==> src/rtl/ebsp_pkg.sv <==
// Package for the embedding-bag pooling block: defaults, register indexes,
// float constants, state encodings and the control structs of the float unit.
// No dependencies.
package ebsp_pkg;

   localparam int MAX_VECTOR_LENGTH_DEF = 64;
   localparam int COUNT_BITS_DEF        = 16;
   localparam int DATA_BITS             = 32;
   localparam int CSR_ADDR_BITS         = 4;

   localparam logic [1:0] REG_COMBINE_MODE  = 2'd0;
   localparam logic [1:0] REG_HALF_OUTPUT   = 2'd1;
   localparam logic [1:0] REG_VECTOR_LENGTH = 2'd2;

   localparam logic [6:0] VECTOR_LENGTH_RESET = 7'd64;

   localparam logic [31:0] FLT_DEFAULT_NAN = 32'hffc0_0000;
   localparam logic [31:0] FLT_QUIET_BIT   = 32'h0040_0000;

   typedef enum logic [2:0] {
      ST_CLEAR,
      ST_IDLE,
      ST_READ,
      ST_ADD,
      ST_DIV,
      ST_OUT
   } seq_state_type;

   typedef enum logic [2:0] {
      FS_IDLE,
      FS_ALIGN,
      FS_CONV,
      FS_NORM,
      FS_PRENORM,
      FS_DIV,
      FS_DONE
   } fpu_state_type;

   typedef enum logic {
      FOP_ADD,
      FOP_MEAN
   } fpu_op_type;

   typedef struct packed {
      logic       start;
      fpu_op_type op;
   } fpu_cmd_type;

   typedef struct packed {
      logic busy;
      logic done;
   } fpu_status_type;

endpackage

==> src/rtl/ebsp_req_if.sv <==
// Request channel of the embedding-bag pooling block: one vector element.
// Depends on nothing.
interface ebsp_req_if;
   logic        valid;
   logic        ready;
   logic [31:0] element_value;
   logic        bag_last;
   logic        bag_empty;

   modport source (output valid, element_value, bag_last, bag_empty, input ready);
   modport sink   (input valid, element_value, bag_last, bag_empty, output ready);
endinterface

==> src/rtl/ebsp_rsp_if.sv <==
// Response channel of the embedding-bag pooling block: one pooled element.
// Depends on nothing.
interface ebsp_rsp_if;
   logic        valid;
   logic        ready;
   logic [31:0] pooled_value;
   logic        vector_end;

   modport source (output valid, pooled_value, vector_end, input ready);
   modport sink   (input valid, pooled_value, vector_end, output ready);
endinterface

==> src/rtl/ebsp_ram.sv <==
// Generic single-write, single-read RAM with a registered read port.
// Depends on ebsp_pkg for its default sizes.
module ebsp_ram #(
   parameter int WIDTH = ebsp_pkg::DATA_BITS,
   parameter int DEPTH = ebsp_pkg::MAX_VECTOR_LENGTH_DEF,
   localparam int ADDR_BITS = (DEPTH > 1) ? $clog2(DEPTH) : 1
) (
   input  logic                 clock,
   input  logic                 we,
   input  logic [ADDR_BITS-1:0] waddr,
   input  logic [WIDTH-1:0]     wdata,
   input  logic [ADDR_BITS-1:0] raddr,
   output logic [WIDTH-1:0]     rdata
);

   logic [WIDTH-1:0] mem_ff [DEPTH];
   logic [WIDTH-1:0] rdata_ff;

   always_ff @(posedge clock) begin
      if (we) begin
         mem_ff[waddr] <= wdata;
      end
      rdata_ff <= mem_ff[raddr];
   end

   assign rdata = rdata_ff;

endmodule

==> src/rtl/ebsp_fpu.sv <==
// Shared multi-cycle float32 unit: add, and divide by an unsigned count.
// One normalize-and-round loop serves the add, the count conversion and the
// divide. Depends on ebsp_pkg.
module ebsp_fpu #(
   parameter int COUNT_BITS = ebsp_pkg::COUNT_BITS_DEF
) (
   input  logic                       clock,
   input  logic                       reset,
   input  ebsp_pkg::fpu_cmd_type      cmd,
   input  logic [31:0]                opa,
   input  logic [31:0]                opb,
   input  logic [COUNT_BITS-1:0]      count,
   output ebsp_pkg::fpu_status_type   status,
   output logic [31:0]                result
);

   ebsp_pkg::fpu_state_type state_ff, state_in;

   logic [27:0]        m_ff, m_in;
   logic signed [10:0] e_ff, e_in;
   logic               sign_ff, sign_in;
   logic               zsign_ff, zsign_in;
   logic               conv_ff, conv_in;
   logic [23:0]        big_ff, big_in;
   logic [23:0]        small_ff, small_in;
   logic [7:0]         bexp_ff, bexp_in;
   logic [7:0]         d_ff, d_in;
   logic               sub_ff, sub_in;
   logic [31:0]        cx_ff, cx_in;
   logic [23:0]        asig_ff, asig_in;
   logic signed [10:0] aexp_ff, aexp_in;
   logic [23:0]        dsig_ff, dsig_in;
   logic [7:0]         dexp_ff, dexp_in;
   logic [24:0]        rem_ff, rem_in;
   logic [25:0]        q_ff, q_in;
   logic [4:0]         iter_ff, iter_in;
   logic [31:0]        res_ff, res_in;

   // Operand decode.
   logic        a_nan, a_inf, a_zero, b_nan, b_inf, a_big;
   logic [7:0]  a_eff, b_eff;
   logic [23:0] a_sig, b_sig;

   assign a_nan  = (opa[30:23] == 8'hff) && (opa[22:0] != 23'd0);
   assign a_inf  = (opa[30:23] == 8'hff) && (opa[22:0] == 23'd0);
   assign b_nan  = (opb[30:23] == 8'hff) && (opb[22:0] != 23'd0);
   assign b_inf  = (opb[30:23] == 8'hff) && (opb[22:0] == 23'd0);
   assign a_zero = (opa[30:0] == 31'd0);
   assign a_eff  = (opa[30:23] == 8'd0) ? 8'd1 : opa[30:23];
   assign b_eff  = (opb[30:23] == 8'd0) ? 8'd1 : opb[30:23];
   assign a_sig  = {(opa[30:23] != 8'd0), opa[22:0]};
   assign b_sig  = {(opb[30:23] != 8'd0), opb[22:0]};
   assign a_big  = (opa[30:0] >= opb[30:0]);

   // Alignment of the smaller addend with guard, round and sticky bits.
   logic [26:0] small_ext, shifted, lost_mask, aligned;
   logic [27:0] big_ext, m_sum;

   assign small_ext = {small_ff, 3'b000};
   assign shifted   = small_ext >> d_ff[4:0];
   assign lost_mask = ~({27{1'b1}} << d_ff[4:0]);
   assign aligned   = (d_ff >= 8'd27) ? {26'd0, |small_ext}
                    : {shifted[26:1], shifted[0] | (|(small_ext & lost_mask))};
   assign big_ext   = {1'b0, big_ff, 3'b000};
   assign m_sum     = sub_ff ? (big_ext - {1'b0, aligned}) : (big_ext + {1'b0, aligned});

   // Round to nearest even from the normalized working mantissa.
   logic        rnd_inc;
   logic [24:0] rnd_sig;
   logic [31:0] rnd_bits;
   logic [27:0] m_right;

   assign rnd_inc = m_ff[2] & (m_ff[1] | m_ff[0] | m_ff[3]);
   assign rnd_sig = {1'b0, m_ff[26:3]} + 25'(rnd_inc);
   assign m_right = {1'b0, m_ff[27:2], m_ff[1] | m_ff[0]};

   always_comb begin
      if (e_ff >= 11'sd255) begin
         rnd_bits = {sign_ff, 8'hff, 23'd0};
      end else if (rnd_sig[24]) begin
         if (e_ff >= 11'sd254) begin
            rnd_bits = {sign_ff, 8'hff, 23'd0};
         end else begin
            rnd_bits = {sign_ff, 8'(e_ff + 11'sd1), 23'd0};
         end
      end else begin
         rnd_bits = {sign_ff, (rnd_sig[23] ? e_ff[7:0] : 8'd0), rnd_sig[22:0]};
      end
   end

   // Restoring divide step.
   logic        div_ge;
   logic [24:0] div_diff;

   assign div_ge   = (rem_ff >= {1'b0, dsig_ff});
   assign div_diff = div_ge ? (rem_ff - {1'b0, dsig_ff}) : rem_ff;

   always_comb begin
      state_in = state_ff;
      m_in     = m_ff;
      e_in     = e_ff;
      sign_in  = sign_ff;
      zsign_in = zsign_ff;
      conv_in  = conv_ff;
      big_in   = big_ff;
      small_in = small_ff;
      bexp_in  = bexp_ff;
      d_in     = d_ff;
      sub_in   = sub_ff;
      cx_in    = cx_ff;
      asig_in  = asig_ff;
      aexp_in  = aexp_ff;
      dsig_in  = dsig_ff;
      dexp_in  = dexp_ff;
      rem_in   = rem_ff;
      q_in     = q_ff;
      iter_in  = iter_ff;
      res_in   = res_ff;

      unique case (state_ff)
         ebsp_pkg::FS_IDLE: begin
            state_in = ebsp_pkg::FS_IDLE;
         end
         ebsp_pkg::FS_ALIGN: begin
            m_in     = m_sum;
            e_in     = $signed({3'b000, bexp_ff});
            state_in = ebsp_pkg::FS_NORM;
         end
         ebsp_pkg::FS_CONV: begin
            if (cx_ff[31]) begin
               m_in     = {1'b0, cx_ff[31:6], |cx_ff[5:0]};
               state_in = ebsp_pkg::FS_NORM;
            end else begin
               cx_in = {cx_ff[30:0], 1'b0};
               e_in  = e_ff - 11'sd1;
            end
         end
         ebsp_pkg::FS_NORM: begin
            if (m_ff == 28'd0) begin
               res_in   = {zsign_ff, 31'd0};
               state_in = ebsp_pkg::FS_DONE;
            end else if (m_ff[27]) begin
               m_in = m_right;
               e_in = e_ff + 11'sd1;
            end else if (e_ff < -11'sd27) begin
               // Far below the subnormal range only the sticky bit survives.
               m_in = 28'd1;
               e_in = 11'sd1;
            end else if (e_ff < 11'sd1) begin
               m_in = m_right;
               e_in = e_ff + 11'sd1;
            end else if (!m_ff[26] && (e_ff > 11'sd1)) begin
               m_in = {m_ff[26:0], 1'b0};
               e_in = e_ff - 11'sd1;
            end else if (conv_ff) begin
               dsig_in  = {1'b1, rnd_bits[22:0]};
               dexp_in  = rnd_bits[30:23];
               conv_in  = 1'b0;
               state_in = ebsp_pkg::FS_PRENORM;
            end else begin
               res_in   = rnd_bits;
               state_in = ebsp_pkg::FS_DONE;
            end
         end
         ebsp_pkg::FS_PRENORM: begin
            if (asig_ff[23]) begin
               rem_in   = {1'b0, asig_ff};
               q_in     = 26'd0;
               iter_in  = 5'd0;
               e_in     = aexp_ff - $signed({3'b000, dexp_ff}) + 11'sd127;
               state_in = ebsp_pkg::FS_DIV;
            end else begin
               asig_in = {asig_ff[22:0], 1'b0};
               aexp_in = aexp_ff - 11'sd1;
            end
         end
         ebsp_pkg::FS_DIV: begin
            rem_in  = {div_diff[23:0], 1'b0};
            q_in    = {q_ff[24:0], div_ge};
            iter_in = iter_ff + 5'd1;
            if (iter_ff == 5'd25) begin
               m_in     = {1'b0, q_ff[24:0], div_ge, |div_diff};
               state_in = ebsp_pkg::FS_NORM;
            end
         end
         ebsp_pkg::FS_DONE: begin
            state_in = ebsp_pkg::FS_IDLE;
         end
         default: begin
            state_in = ebsp_pkg::FS_IDLE;
         end
      endcase

      // A new operation may start in the cycle that reports the previous one.
      if (cmd.start && (state_ff == ebsp_pkg::FS_IDLE || state_ff == ebsp_pkg::FS_DONE)) begin
         conv_in = 1'b0;
         if (cmd.op == ebsp_pkg::FOP_ADD) begin
            if (a_nan) begin
               res_in   = opa | ebsp_pkg::FLT_QUIET_BIT;
               state_in = ebsp_pkg::FS_DONE;
            end else if (b_nan) begin
               res_in   = opb | ebsp_pkg::FLT_QUIET_BIT;
               state_in = ebsp_pkg::FS_DONE;
            end else if (a_inf && b_inf && (opa[31] != opb[31])) begin
               res_in   = ebsp_pkg::FLT_DEFAULT_NAN;
               state_in = ebsp_pkg::FS_DONE;
            end else if (a_inf) begin
               res_in   = opa;
               state_in = ebsp_pkg::FS_DONE;
            end else if (b_inf) begin
               res_in   = opb;
               state_in = ebsp_pkg::FS_DONE;
            end else begin
               big_in   = a_big ? a_sig : b_sig;
               small_in = a_big ? b_sig : a_sig;
               bexp_in  = a_big ? a_eff : b_eff;
               d_in     = a_big ? (a_eff - b_eff) : (b_eff - a_eff);
               sub_in   = opa[31] ^ opb[31];
               sign_in  = a_big ? opa[31] : opb[31];
               zsign_in = opa[31] & opb[31];
               state_in = ebsp_pkg::FS_ALIGN;
            end
         end else begin
            if (a_nan) begin
               res_in   = opa | ebsp_pkg::FLT_QUIET_BIT;
               state_in = ebsp_pkg::FS_DONE;
            end else if (a_inf || a_zero) begin
               res_in   = opa;
               state_in = ebsp_pkg::FS_DONE;
            end else begin
               asig_in  = a_sig;
               aexp_in  = $signed({3'b000, a_eff});
               cx_in    = 32'(count) << (32 - COUNT_BITS);
               // The count sits left-justified, so its weight is set by COUNT_BITS.
               e_in     = 11'(126 + COUNT_BITS);
               sign_in  = opa[31];
               zsign_in = opa[31];
               conv_in  = 1'b1;
               state_in = ebsp_pkg::FS_CONV;
            end
         end
      end
   end

   always_ff @(posedge clock) begin
      if (reset) begin
         state_ff <= ebsp_pkg::FS_IDLE;
      end else begin
         state_ff <= state_in;
      end
   end

   always_ff @(posedge clock) begin
      m_ff     <= m_in;
      e_ff     <= e_in;
      sign_ff  <= sign_in;
      zsign_ff <= zsign_in;
      conv_ff  <= conv_in;
      big_ff   <= big_in;
      small_ff <= small_in;
      bexp_ff  <= bexp_in;
      d_ff     <= d_in;
      sub_ff   <= sub_in;
      cx_ff    <= cx_in;
      asig_ff  <= asig_in;
      aexp_ff  <= aexp_in;
      dsig_ff  <= dsig_in;
      dexp_ff  <= dexp_in;
      rem_ff   <= rem_in;
      q_ff     <= q_in;
      iter_ff  <= iter_in;
      res_ff   <= res_in;
   end

   assign status.done = (state_ff == ebsp_pkg::FS_DONE);
   assign status.busy = (state_ff != ebsp_pkg::FS_IDLE);
   assign result      = res_ff;

endmodule

==> src/rtl/embedding_bag_sum_mean_pool.sv <==
// Embedding-bag sum/mean pooling top level. Depends on ebsp_pkg, ebsp_req_if,
// ebsp_rsp_if, ebsp_ram and ebsp_fpu.
// One request at a time: an empty-bag element goes straight to the output, a sum element
// passes through the float add, whose normalize loop shifts once more for each bit of
// cancellation; NaN or infinity operands skip alignment and normalization. A mean result
// adds the count conversion, a prenormalize of a subnormal sum, the divide and the
// normalization of the quotient. Reset clears every accumulator slot before accepting requests.
module embedding_bag_sum_mean_pool #(
   parameter int MAX_VECTOR_LENGTH = ebsp_pkg::MAX_VECTOR_LENGTH_DEF,
   parameter int COUNT_BITS        = ebsp_pkg::COUNT_BITS_DEF
) (
   input  logic                               clock,
   input  logic                               reset,
   ebsp_req_if.sink                           req_ch,
   ebsp_rsp_if.source                         rsp_ch,
   input  logic                               csr_psel,
   input  logic                               csr_penable,
   input  logic                               csr_pwrite,
   input  logic [ebsp_pkg::CSR_ADDR_BITS-1:0] csr_paddr,
   input  logic [31:0]                        csr_pwdata,
   output logic [31:0]                        csr_prdata,
   output logic                               csr_pready
);

   localparam int IDX_BITS  = (MAX_VECTOR_LENGTH > 1) ? $clog2(MAX_VECTOR_LENGTH) : 1;
   localparam int LEN_LOG   = $clog2(MAX_VECTOR_LENGTH + 1);
   localparam int CMP_BITS  = (LEN_LOG > 7) ? LEN_LOG : 7;
   localparam logic [COUNT_BITS-1:0] COUNT_MAX = '1;
   localparam logic [IDX_BITS-1:0]   LAST_SLOT = IDX_BITS'(MAX_VECTOR_LENGTH - 1);

   function automatic logic [15:0] to_half(input logic [31:0] f);
      logic        s;
      logic [7:0]  ex;
      logic [22:0] man;
      logic [23:0] m;
      logic [4:0]  sh;
      logic [23:0] hs;
      logic [23:0] lost;
      logic [23:0] halfway;
      logic        inc;
      logic [14:0] h;
      logic [15:0] r;
      s       = f[31];
      ex      = f[30:23];
      man     = f[22:0];
      m       = {1'b1, man};
      sh      = 5'(8'd126 - ex);
      hs      = m >> sh;
      lost    = m & ~({24{1'b1}} << sh);
      halfway = 24'h1 << (sh - 5'd1);
      inc     = 1'b0;
      h       = {5'(ex - 8'd112), man[22:13]};
      if (ex == 8'hff) begin
         // NaN stays NaN with its top payload bits and the quiet bit set.
         r = (man != 23'd0) ? {s, 5'h1f, 1'b1, man[21:13]} : {s, 15'h7c00};
      end else if (ex >= 8'd143) begin
         r = {s, 15'h7c00};
      end else if (ex <= 8'd112) begin
         if (ex < 8'd102) begin
            r = {s, 15'd0};
         end else begin
            inc = (lost > halfway) || ((lost == halfway) && hs[0]);
            r   = {s, hs[14:0] + 15'(inc)};
         end
      end else begin
         inc = man[12] & ((|man[11:0]) | h[0]);
         r   = {s, h + 15'(inc)};
      end
      return r;
   endfunction

   ebsp_pkg::seq_state_type state_ff, state_in;

   logic                  combine_mode_ff, combine_mode_in;
   logic                  half_output_ff, half_output_in;
   logic [6:0]            vector_length_ff, vector_length_in;
   logic [IDX_BITS-1:0]   element_index_ff, element_index_in;
   logic [COUNT_BITS-1:0] feature_count_ff, feature_count_in;
   logic [IDX_BITS-1:0]   clear_addr_ff, clear_addr_in;
   logic                  rsp_valid_ff, rsp_valid_in;

   logic [31:0]           value_ff, value_in;
   logic                  last_ff, last_in;
   logic                  at_end_ff, at_end_in;
   logic [IDX_BITS-1:0]   slot_ff, slot_in;
   logic [COUNT_BITS-1:0] cnt_ff, cnt_in;
   logic [31:0]           result_ff, result_in;
   logic [31:0]           rsp_value_ff, rsp_value_in;
   logic                  rsp_end_ff, rsp_end_in;

   logic [CMP_BITS-1:0]   vl_ext, max_len, len_active, idx_next;
   logic                  at_end_c;
   logic [COUNT_BITS-1:0] cnt_c;
   logic                  req_fire, csr_write;

   logic                  ram_we;
   logic [IDX_BITS-1:0]   ram_waddr;
   logic [31:0]           ram_wdata, ram_rdata;

   ebsp_pkg::fpu_cmd_type    fpu_cmd;
   ebsp_pkg::fpu_status_type fpu_status;
   logic [31:0]              fpu_a, fpu_result;

   assign vl_ext     = CMP_BITS'(vector_length_ff);
   assign max_len    = CMP_BITS'(MAX_VECTOR_LENGTH);
   assign len_active = (vl_ext == '0) ? CMP_BITS'(1)
                     : ((vl_ext > max_len) ? max_len : vl_ext);
   assign idx_next   = CMP_BITS'(element_index_ff) + CMP_BITS'(1);
   assign at_end_c   = (idx_next >= len_active);
   assign cnt_c      = (feature_count_ff == COUNT_MAX) ? feature_count_ff
                     : feature_count_ff + COUNT_BITS'(1);

   assign req_ch.ready = (state_ff == ebsp_pkg::ST_IDLE);
   assign req_fire     = req_ch.valid && req_ch.ready;
   assign csr_write    = csr_psel && csr_penable && csr_pwrite;
   assign csr_pready   = 1'b1;

   assign fpu_a = (state_ff == ebsp_pkg::ST_ADD) ? fpu_result : ram_rdata;

   ebsp_ram #(
      .WIDTH (32),
      .DEPTH (MAX_VECTOR_LENGTH)
   ) u_acc_ram (
      .clock (clock),
      .we    (ram_we),
      .waddr (ram_waddr),
      .wdata (ram_wdata),
      .raddr (element_index_ff),
      .rdata (ram_rdata)
   );

   ebsp_fpu #(
      .COUNT_BITS (COUNT_BITS)
   ) u_fpu (
      .clock  (clock),
      .reset  (reset),
      .cmd    (fpu_cmd),
      .opa    (fpu_a),
      .opb    (value_ff),
      .count  (cnt_ff),
      .status (fpu_status),
      .result (fpu_result)
   );

   // Configuration registers.
   always_comb begin
      combine_mode_in  = combine_mode_ff;
      half_output_in   = half_output_ff;
      vector_length_in = vector_length_ff;
      if (csr_write) begin
         unique case (csr_paddr[3:2])
            ebsp_pkg::REG_COMBINE_MODE:  combine_mode_in  = csr_pwdata[0];
            ebsp_pkg::REG_HALF_OUTPUT:   half_output_in   = csr_pwdata[0];
            ebsp_pkg::REG_VECTOR_LENGTH: vector_length_in = csr_pwdata[6:0];
            default: begin
            end
         endcase
      end
   end

   always_comb begin
      unique case (csr_paddr[3:2])
         ebsp_pkg::REG_COMBINE_MODE:  csr_prdata = {31'd0, combine_mode_ff};
         ebsp_pkg::REG_HALF_OUTPUT:   csr_prdata = {31'd0, half_output_ff};
         ebsp_pkg::REG_VECTOR_LENGTH: csr_prdata = {25'd0, vector_length_ff};
         default:                     csr_prdata = 32'd0;
      endcase
   end

   // Sequencer.
   always_comb begin
      state_in         = state_ff;
      element_index_in = element_index_ff;
      feature_count_in = feature_count_ff;
      clear_addr_in    = clear_addr_ff;
      value_in         = value_ff;
      last_in          = last_ff;
      at_end_in        = at_end_ff;
      slot_in          = slot_ff;
      cnt_in           = cnt_ff;
      result_in        = result_ff;
      rsp_value_in     = rsp_value_ff;
      rsp_end_in       = rsp_end_ff;
      rsp_valid_in     = rsp_valid_ff && !rsp_ch.ready;
      ram_we           = 1'b0;
      ram_waddr        = slot_ff;
      ram_wdata        = 32'd0;
      fpu_cmd.start    = 1'b0;
      fpu_cmd.op       = ebsp_pkg::FOP_ADD;

      unique case (state_ff)
         ebsp_pkg::ST_CLEAR: begin
            ram_we        = 1'b1;
            ram_waddr     = clear_addr_ff;
            clear_addr_in = clear_addr_ff + IDX_BITS'(1);
            if (clear_addr_ff == LAST_SLOT) begin
               state_in = ebsp_pkg::ST_IDLE;
            end
         end
         ebsp_pkg::ST_IDLE: begin
            if (req_fire) begin
               value_in         = req_ch.element_value;
               last_in          = req_ch.bag_last;
               at_end_in        = at_end_c;
               slot_in          = element_index_ff;
               cnt_in           = cnt_c;
               element_index_in = at_end_c ? '0 : idx_next[IDX_BITS-1:0];
               if (req_ch.bag_empty) begin
                  result_in = 32'd0;
                  state_in  = ebsp_pkg::ST_OUT;
               end else begin
                  if (at_end_c) begin
                     feature_count_in = req_ch.bag_last ? '0 : cnt_c;
                  end
                  state_in = ebsp_pkg::ST_READ;
               end
            end
         end
         ebsp_pkg::ST_READ: begin
            // The accumulator read issued at acceptance is on the RAM output now.
            fpu_cmd.start = 1'b1;
            fpu_cmd.op    = ebsp_pkg::FOP_ADD;
            state_in      = ebsp_pkg::ST_ADD;
         end
         ebsp_pkg::ST_ADD: begin
            if (fpu_status.done) begin
               ram_we    = 1'b1;
               ram_wdata = last_ff ? 32'd0 : fpu_result;
               if (!last_ff) begin
                  state_in = ebsp_pkg::ST_IDLE;
               end else if (combine_mode_ff) begin
                  fpu_cmd.start = 1'b1;
                  fpu_cmd.op    = ebsp_pkg::FOP_MEAN;
                  state_in      = ebsp_pkg::ST_DIV;
               end else begin
                  result_in = fpu_result;
                  state_in  = ebsp_pkg::ST_OUT;
               end
            end
         end
         ebsp_pkg::ST_DIV: begin
            if (fpu_status.done) begin
               result_in = fpu_result;
               state_in  = ebsp_pkg::ST_OUT;
            end
         end
         ebsp_pkg::ST_OUT: begin
            if (!rsp_valid_ff || rsp_ch.ready) begin
               rsp_valid_in = 1'b1;
               rsp_value_in = half_output_ff ? {16'd0, to_half(result_ff)} : result_ff;
               rsp_end_in   = at_end_ff;
               state_in     = ebsp_pkg::ST_IDLE;
            end
         end
         default: begin
            state_in = ebsp_pkg::ST_IDLE;
         end
      endcase
   end

   always_ff @(posedge clock) begin
      if (reset) begin
         state_ff         <= ebsp_pkg::ST_CLEAR;
         combine_mode_ff  <= 1'b0;
         half_output_ff   <= 1'b0;
         vector_length_ff <= ebsp_pkg::VECTOR_LENGTH_RESET;
         element_index_ff <= '0;
         feature_count_ff <= '0;
         clear_addr_ff    <= '0;
         rsp_valid_ff     <= 1'b0;
      end else begin
         state_ff         <= state_in;
         combine_mode_ff  <= combine_mode_in;
         half_output_ff   <= half_output_in;
         vector_length_ff <= vector_length_in;
         element_index_ff <= element_index_in;
         feature_count_ff <= feature_count_in;
         clear_addr_ff    <= clear_addr_in;
         rsp_valid_ff     <= rsp_valid_in;
      end
   end

   always_ff @(posedge clock) begin
      value_ff     <= value_in;
      last_ff      <= last_in;
      at_end_ff    <= at_end_in;
      slot_ff      <= slot_in;
      cnt_ff       <= cnt_in;
      result_ff    <= result_in;
      rsp_value_ff <= rsp_value_in;
      rsp_end_ff   <= rsp_end_in;
   end

   assign rsp_ch.valid        = rsp_valid_ff;
   assign rsp_ch.pooled_value = rsp_value_ff;
   assign rsp_ch.vector_end   = rsp_end_ff;

   a_fpu_done_in_use: assert property (@(posedge clock) disable iff (reset)
      fpu_status.done |-> (state_ff == ebsp_pkg::ST_ADD || state_ff == ebsp_pkg::ST_DIV))
      else $error("float unit reported a result nobody waits for");

   a_fpu_idle_when_ready: assert property (@(posedge clock) disable iff (reset)
      req_ch.ready |-> !fpu_status.busy || fpu_status.done)
      else $error("request accepted while the float unit is still working");

   a_rsp_from_out: assert property (@(posedge clock) disable iff (reset)
      $rose(rsp_valid_ff) |-> $past(state_ff == ebsp_pkg::ST_OUT))
      else $error("response raised outside the output state");

   a_count_cleared: assert property (@(posedge clock) disable iff (reset)
      (req_fire && !req_ch.bag_empty && req_ch.bag_last && at_end_c)
      |=> (feature_count_ff == '0))
      else $error("feature count not cleared at the end of a bag");

   a_index_range: assert property (@(posedge clock) disable iff (reset)
      CMP_BITS'(element_index_ff) < max_len)
      else $error("element index beyond the accumulator depth");

endmodule
==> src/flat_wrapper.sv <==
// flat-port wrapper written by rule: the top's interface ports become plain ports
module embedding_bag_sum_mean_pool_flat 
#(
   parameter int MAX_VECTOR_LENGTH = ebsp_pkg::MAX_VECTOR_LENGTH_DEF,
   parameter int COUNT_BITS        = ebsp_pkg::COUNT_BITS_DEF
)
  (clock, reset, csr_psel, csr_penable, csr_pwrite, csr_paddr, csr_pwdata, csr_prdata, csr_pready, req_ch_valid, req_ch_element_value, req_ch_bag_last, req_ch_bag_empty, req_ch_ready, rsp_ch_valid, rsp_ch_pooled_value, rsp_ch_vector_end, rsp_ch_ready);
  ebsp_req_if req_ch_i ();
  ebsp_rsp_if rsp_ch_i ();
  input  logic clock;
  input  logic reset;
  input  logic csr_psel;
  input  logic csr_penable;
  input  logic csr_pwrite;
  input  logic [ebsp_pkg::CSR_ADDR_BITS-1:0] csr_paddr;
  input  logic [31:0] csr_pwdata;
  output logic [31:0] csr_prdata;
  output logic csr_pready;
  input wire logic [$bits(req_ch_i.valid)-1:0] req_ch_valid;
  input wire logic [$bits(req_ch_i.element_value)-1:0] req_ch_element_value;
  input wire logic [$bits(req_ch_i.bag_last)-1:0] req_ch_bag_last;
  input wire logic [$bits(req_ch_i.bag_empty)-1:0] req_ch_bag_empty;
  output wire logic [$bits(req_ch_i.ready)-1:0] req_ch_ready;
  output wire logic [$bits(rsp_ch_i.valid)-1:0] rsp_ch_valid;
  output wire logic [$bits(rsp_ch_i.pooled_value)-1:0] rsp_ch_pooled_value;
  output wire logic [$bits(rsp_ch_i.vector_end)-1:0] rsp_ch_vector_end;
  input wire logic [$bits(rsp_ch_i.ready)-1:0] rsp_ch_ready;
  assign req_ch_i.valid = req_ch_valid;
  assign req_ch_i.element_value = req_ch_element_value;
  assign req_ch_i.bag_last = req_ch_bag_last;
  assign req_ch_i.bag_empty = req_ch_bag_empty;
  assign req_ch_ready = req_ch_i.ready;
  assign rsp_ch_valid = rsp_ch_i.valid;
  assign rsp_ch_pooled_value = rsp_ch_i.pooled_value;
  assign rsp_ch_vector_end = rsp_ch_i.vector_end;
  assign rsp_ch_i.ready = rsp_ch_ready;
  embedding_bag_sum_mean_pool #(.MAX_VECTOR_LENGTH(MAX_VECTOR_LENGTH), .COUNT_BITS(COUNT_BITS)) u_core (.clock(clock), .reset(reset), .req_ch(req_ch_i), .rsp_ch(rsp_ch_i), .csr_psel(csr_psel), .csr_penable(csr_penable), .csr_pwrite(csr_pwrite), .csr_paddr(csr_paddr), .csr_pwdata(csr_pwdata), .csr_prdata(csr_prdata), .csr_pready(csr_pready));
endmodule
==> config.mk <==
export PLATFORM = sky130hd
export DESIGN_NAME = embedding_bag_sum_mean_pool_flat
export DESIGN_NICKNAME = d
export VERILOG_FILES = /design/src/rtl/ebsp_pkg.sv /design/src/rtl/ebsp_req_if.sv /design/src/rtl/ebsp_rsp_if.sv /design/src/rtl/ebsp_ram.sv /design/src/rtl/ebsp_fpu.sv /design/src/rtl/embedding_bag_sum_mean_pool.sv /design/src/flat_wrapper.sv
export SDC_FILE = /design/constraint.sdc
export NUM_CORES = 2
export LEC_CHECK = 0
export ABC_CLOCK_PERIOD_IN_PS = 5500
export BUFFER_PORTS_ARGS = -buffer_cell sky130_fd_sc_hd__buf_2
export CAP_MARGIN = 20
export CORE_UTILIZATION = 31
export DETAILED_ROUTE_END_ITERATION = 10
export SKIP_LAST_GASP = 1
export SYNTH_ARGS = -nofsm -noshare
export SYNTH_HDL_FRONTEND = slang
export SYNTH_SLANG_ARGS = --single-unit
export TNS_END_PERCENT = 100
==> constraint.sdc <==
create_clock -name clock -period 5.5 [get_ports clock]
set_clock_uncertainty 0.2 [all_clocks]
set_input_delay 0.275 -clock clock [delete_from_list [all_inputs] [get_ports clock]]
set_output_delay 0.275 -clock clock [all_outputs]
set_load 0.005 [all_outputs]
==> impl_metrics.py <==
metrics = {
    "min_path": {
        "worst_hold_path.num_cells": 0,
        "worstHoldStart": "u_core.at_end_ff",
        "hold_path_end": "u_core.rsp_ch.vector_end",
        "hold_path.class": "reg -> reg",
    },
    "timing": {
        "period_needed_ps": 5171,
        "setup_violations": 0,
        "relSlewSlack_pct": 25.18,
        "tightest_slew_ps": 1122,
        "maxSlewViolCount": 0,
        "holdWs_ps": 257.0,
        "fin_ws_ps": 328.9,
        "tns_ps": 0,
        "period_share_pct": 94.02,
        "hold_viol": 0,
        "max_freq_mhz": 193.4,
    },
    "cells_and_area": {
        "post-route-util_pct": 36.35,
        "syn_to_final_growth_pct": 16.76,
        "final_nets": 7554,
        "mostFrequentLayoutCells": "edfxtp_1, mux4_2, nand2_1",
        "final_layout_size_suffix_gt1_share_pct": 22.89,
        "final_common_cell": "edfxtp_1",
        "fillers": 33210,
        "final_area_mm2": 0.1304,
    },
    "synthesis": {
        "netlist_area_mm2": 0.1116,
        "yosysSeqAreaShare_pct": 66.57,
        "synth_edf_count": 2351,
        "ys_ff_latch": 2537,
        "yosysTopAreaCell": "edfxtp_1",
        "syn_inst": 6892,
        "synth_ff_type": "edfxtp_1",
        "ys.warnings.count": 0,
        "synth_area_per_cell_um2": 16.20,
        "ys_types": 103,
        "yosys-top-cells-area": "edfxtp_1, mux4_2, dfxtp_1",
        "synth_top_area_share_pct": 63.23,
        "async_reset_ff_share_pct": 0,
    },
    "die": {
        "io_pins": 145,
        "core_mm2": 0.3587,
        "dieArea_mm2": 0.3625,
        "start_util_pct": 31.13,
        "num_rows": 220,
        "dieWidth_um": 602.1,
        "die_y_um": 602.1,
    },
    "placed_design": {
        "hpwl_um": 216600,
        "dpl-instance-area_mm2": 0.1198,
        "post-place-ws_ps": 129.4,
        "globalplace.congestion": 0.9493,
        "io_buffer_count": 91,
    },
    "cts": {
        "cts.sinks": 2537,
        "clk_path_buf_depth": 4,
        "cts_tree": "built",
        "clk_pin_slew_ps": 60,
        "htreeDepth": 5,
        "numCtsBuffers": 277,
        "clockRootBuffer": "clkbuf_16",
        "clk_latency_ps": 910,
    },
    "routing": {
        "detail_route.wl_per_cell_um": 27.42,
        "ant_nets": 0,
        "vias_per_cell": 5.406,
        "drc": 0,
        "routed_wl_um": 337300,
        "drt_first_pass_iters": 8,
        "drt_iter0_markers": 7726,
        "vias": 66490,
    },
    "power": {
        "vdd_drop_max_mv": 0.2612,
        "p_leak_nw": 37.72,
        "power_density_mw_per_mm2": 385.7,
    },
    "critical_path": {
        "critical_path_required_ps": 5900,
        "rr_startpoint": "u_core.result_ff[23]",
        "crit_start": "u_core.result_ff[23]",
        "cp_max_fo": 8,
        "critPathKind": "reg -> reg",
        "reg2reg_slack_ps": 330,
        "timing.critical_path.from_type": "flip-flop",
        "r2r-end": "u_core.rsp_ch.pooled_value[11]",
        "worst_ep_arrival_time_ps": 5570,
        "reg2reg_depth": 22,
        "critPathCaptureType": "flip-flop",
    },
    "global_route": {
        "grt_pass1_vias": 65390,
        "grt_usage_pct": 18.12,
        "antenna_found_initial": 25,
        "grt_max_degree": 132,
        "grt_first_pass_wirelength_um": 481700,
        "gr-total-overflow": 0,
    },
    "outcome": {
        "status": "complete, no violations",
    },
    "run": {
        "cap_violations": 0,
    },
}
-- logic make-up after synthesis --
| logic type | Yosys count | synth area share, % |
|---|---|---|
| buf+inv | 632 | 2.313 |
| mux | 819 | 15.26 |
| fa+ha+maj | 197 | 2.241 |
| other cells | 2 | 0.006727 |
| compound gates | 1057 | 6.048 |
| simple gates | 1502 | 6.398 |
| flops | 2537 | 66.57 |
| xor+xnor | 146 | 1.159 |
-- where the power goes --
| part | total [mW] | switching (mW) | internal [mW] |
|---|---|---|---|
| clock network | 18.7 | 7.83 | 10.9 |
| registers | 23.2 | 0.907 | 22.3 |
| logic | 8.39 | 5.54 | 2.86 |
-- how the worst max path moves through the flow --
stage | end | cells after the start | slack [ps]
after floorplan | u_core.rsp_ch.pooled_value[11] | 30 | 10
after global placement | u_core.rsp_ch.pooled_value[14] | 28 | 30
after detailed placement | u_core.rsp_ch.pooled_value[12] | 28 | 130
after CTS | u_core.rsp_ch.pooled_value[12] | 28 | 100
after global routing | u_core.rsp_ch.pooled_value[11] | 22 | -10
final | u_core.rsp_ch.pooled_value[11] | 22 | 330
-- flip-flops by register name (all words and copies together), names as in the netlist, 28 cells and up --
signal                      cells
u_core.value_ff                32
u_core.rsp_ch.pooled_value     32
u_core.u_acc_ram.mem_ff      2048
u_core.result_ff               32
u_core.u_fpu.result            32
u_core.u_fpu.m_ff              28
u_core.u_fpu.cx_ff             32
u_core.u_acc_ram.rdata         32
-- Yosys cell counts, drive strengths merged, types with 45 or more instances --
master,number
nor2b,95
and3,77
mux2i,97
a21oi,324
nor4,45
a31oi,68
a22oi,78
xor2,56
nand2,451
mux4,704
dfxtp,186
nand4,46
clkbuf,287
nor3,56
inv,207
edfxtp,2351
and2,68
ha,192
nand3,100
xnor2,90
a21o,65
o21ai,225
buf,136
nor2,440
-- layer usage --
| layer | vias up | track usage [%] | part of all wire [%] | wire [um] |
|---|---|---|---|---|
| li1 | 28090 | - | - | - |
| met4 | 2 | 5.894 | 3.4 | 11360 |
| met5 | - | 0 | 0.014 | 47 |
| met1 | 34850 | 24.55 | 41 | 138800 |
| met2 | 3019 | 30.08 | 49 | 163600 |
| met3 | 541 | 2.389 | 7.0 | 23460 |
-- stage by stage --
step           std cells  power, mW
6_report           12300      50.28
5_1_grt            12300      51.83
4_1_cts            12260      50.42
3_5_place_dp       11660      31.71
3_3_place_gp       11660      31.62
2_1_floorplan       6916      27.77
-- critical path, cell delays in order, from the launching register on --
cell and delay (ps):
edfxtp_1 400, ha_1 240, inv_1 60, ha_1 250, inv_2 70, buf_4 110, nand3_1 100, xnor2_2 320
nor2b_2 230, buf_4 160, nand2_1 70, ha_1 300, nand4_1 160, nor4_2 360, a21boi_1 210, o32a_1 240
ha_1 210, nand3_2 130, nor4_4 340, nand4bb_4 180, xnor2_1 190, a221oi_1 290, nor2_1 70
-- timing repair --
| action | CTS | global route |
|---|---|---|
| hold buffers | 96 | 0 |
| hold endpoints to repair | 108 | 0 |
| setup buffers | 0 | 3 |
| setup endpoints to repair | 0 | 14 |
| gates resized for setup | 0 | 12 |
-- cell type report --
class | count | area, um2 | area share, %
clock buffers | 346 | 7491 | 5.746
multi-input cells | 3747 | 35490 | 27.22
flip-flops and latches | 2537 | 74340 | 57.03
well taps | 4773 | 5972 | 4.581
inverters | 209 | 784.5 | 0.6018
repair buffers | 508 | 4607 | 3.534
clock inverters | 159 | 1624 | 1.246
diodes | 20 | 50.05 | 0.03839
Power figures use the tool's default switching activity.
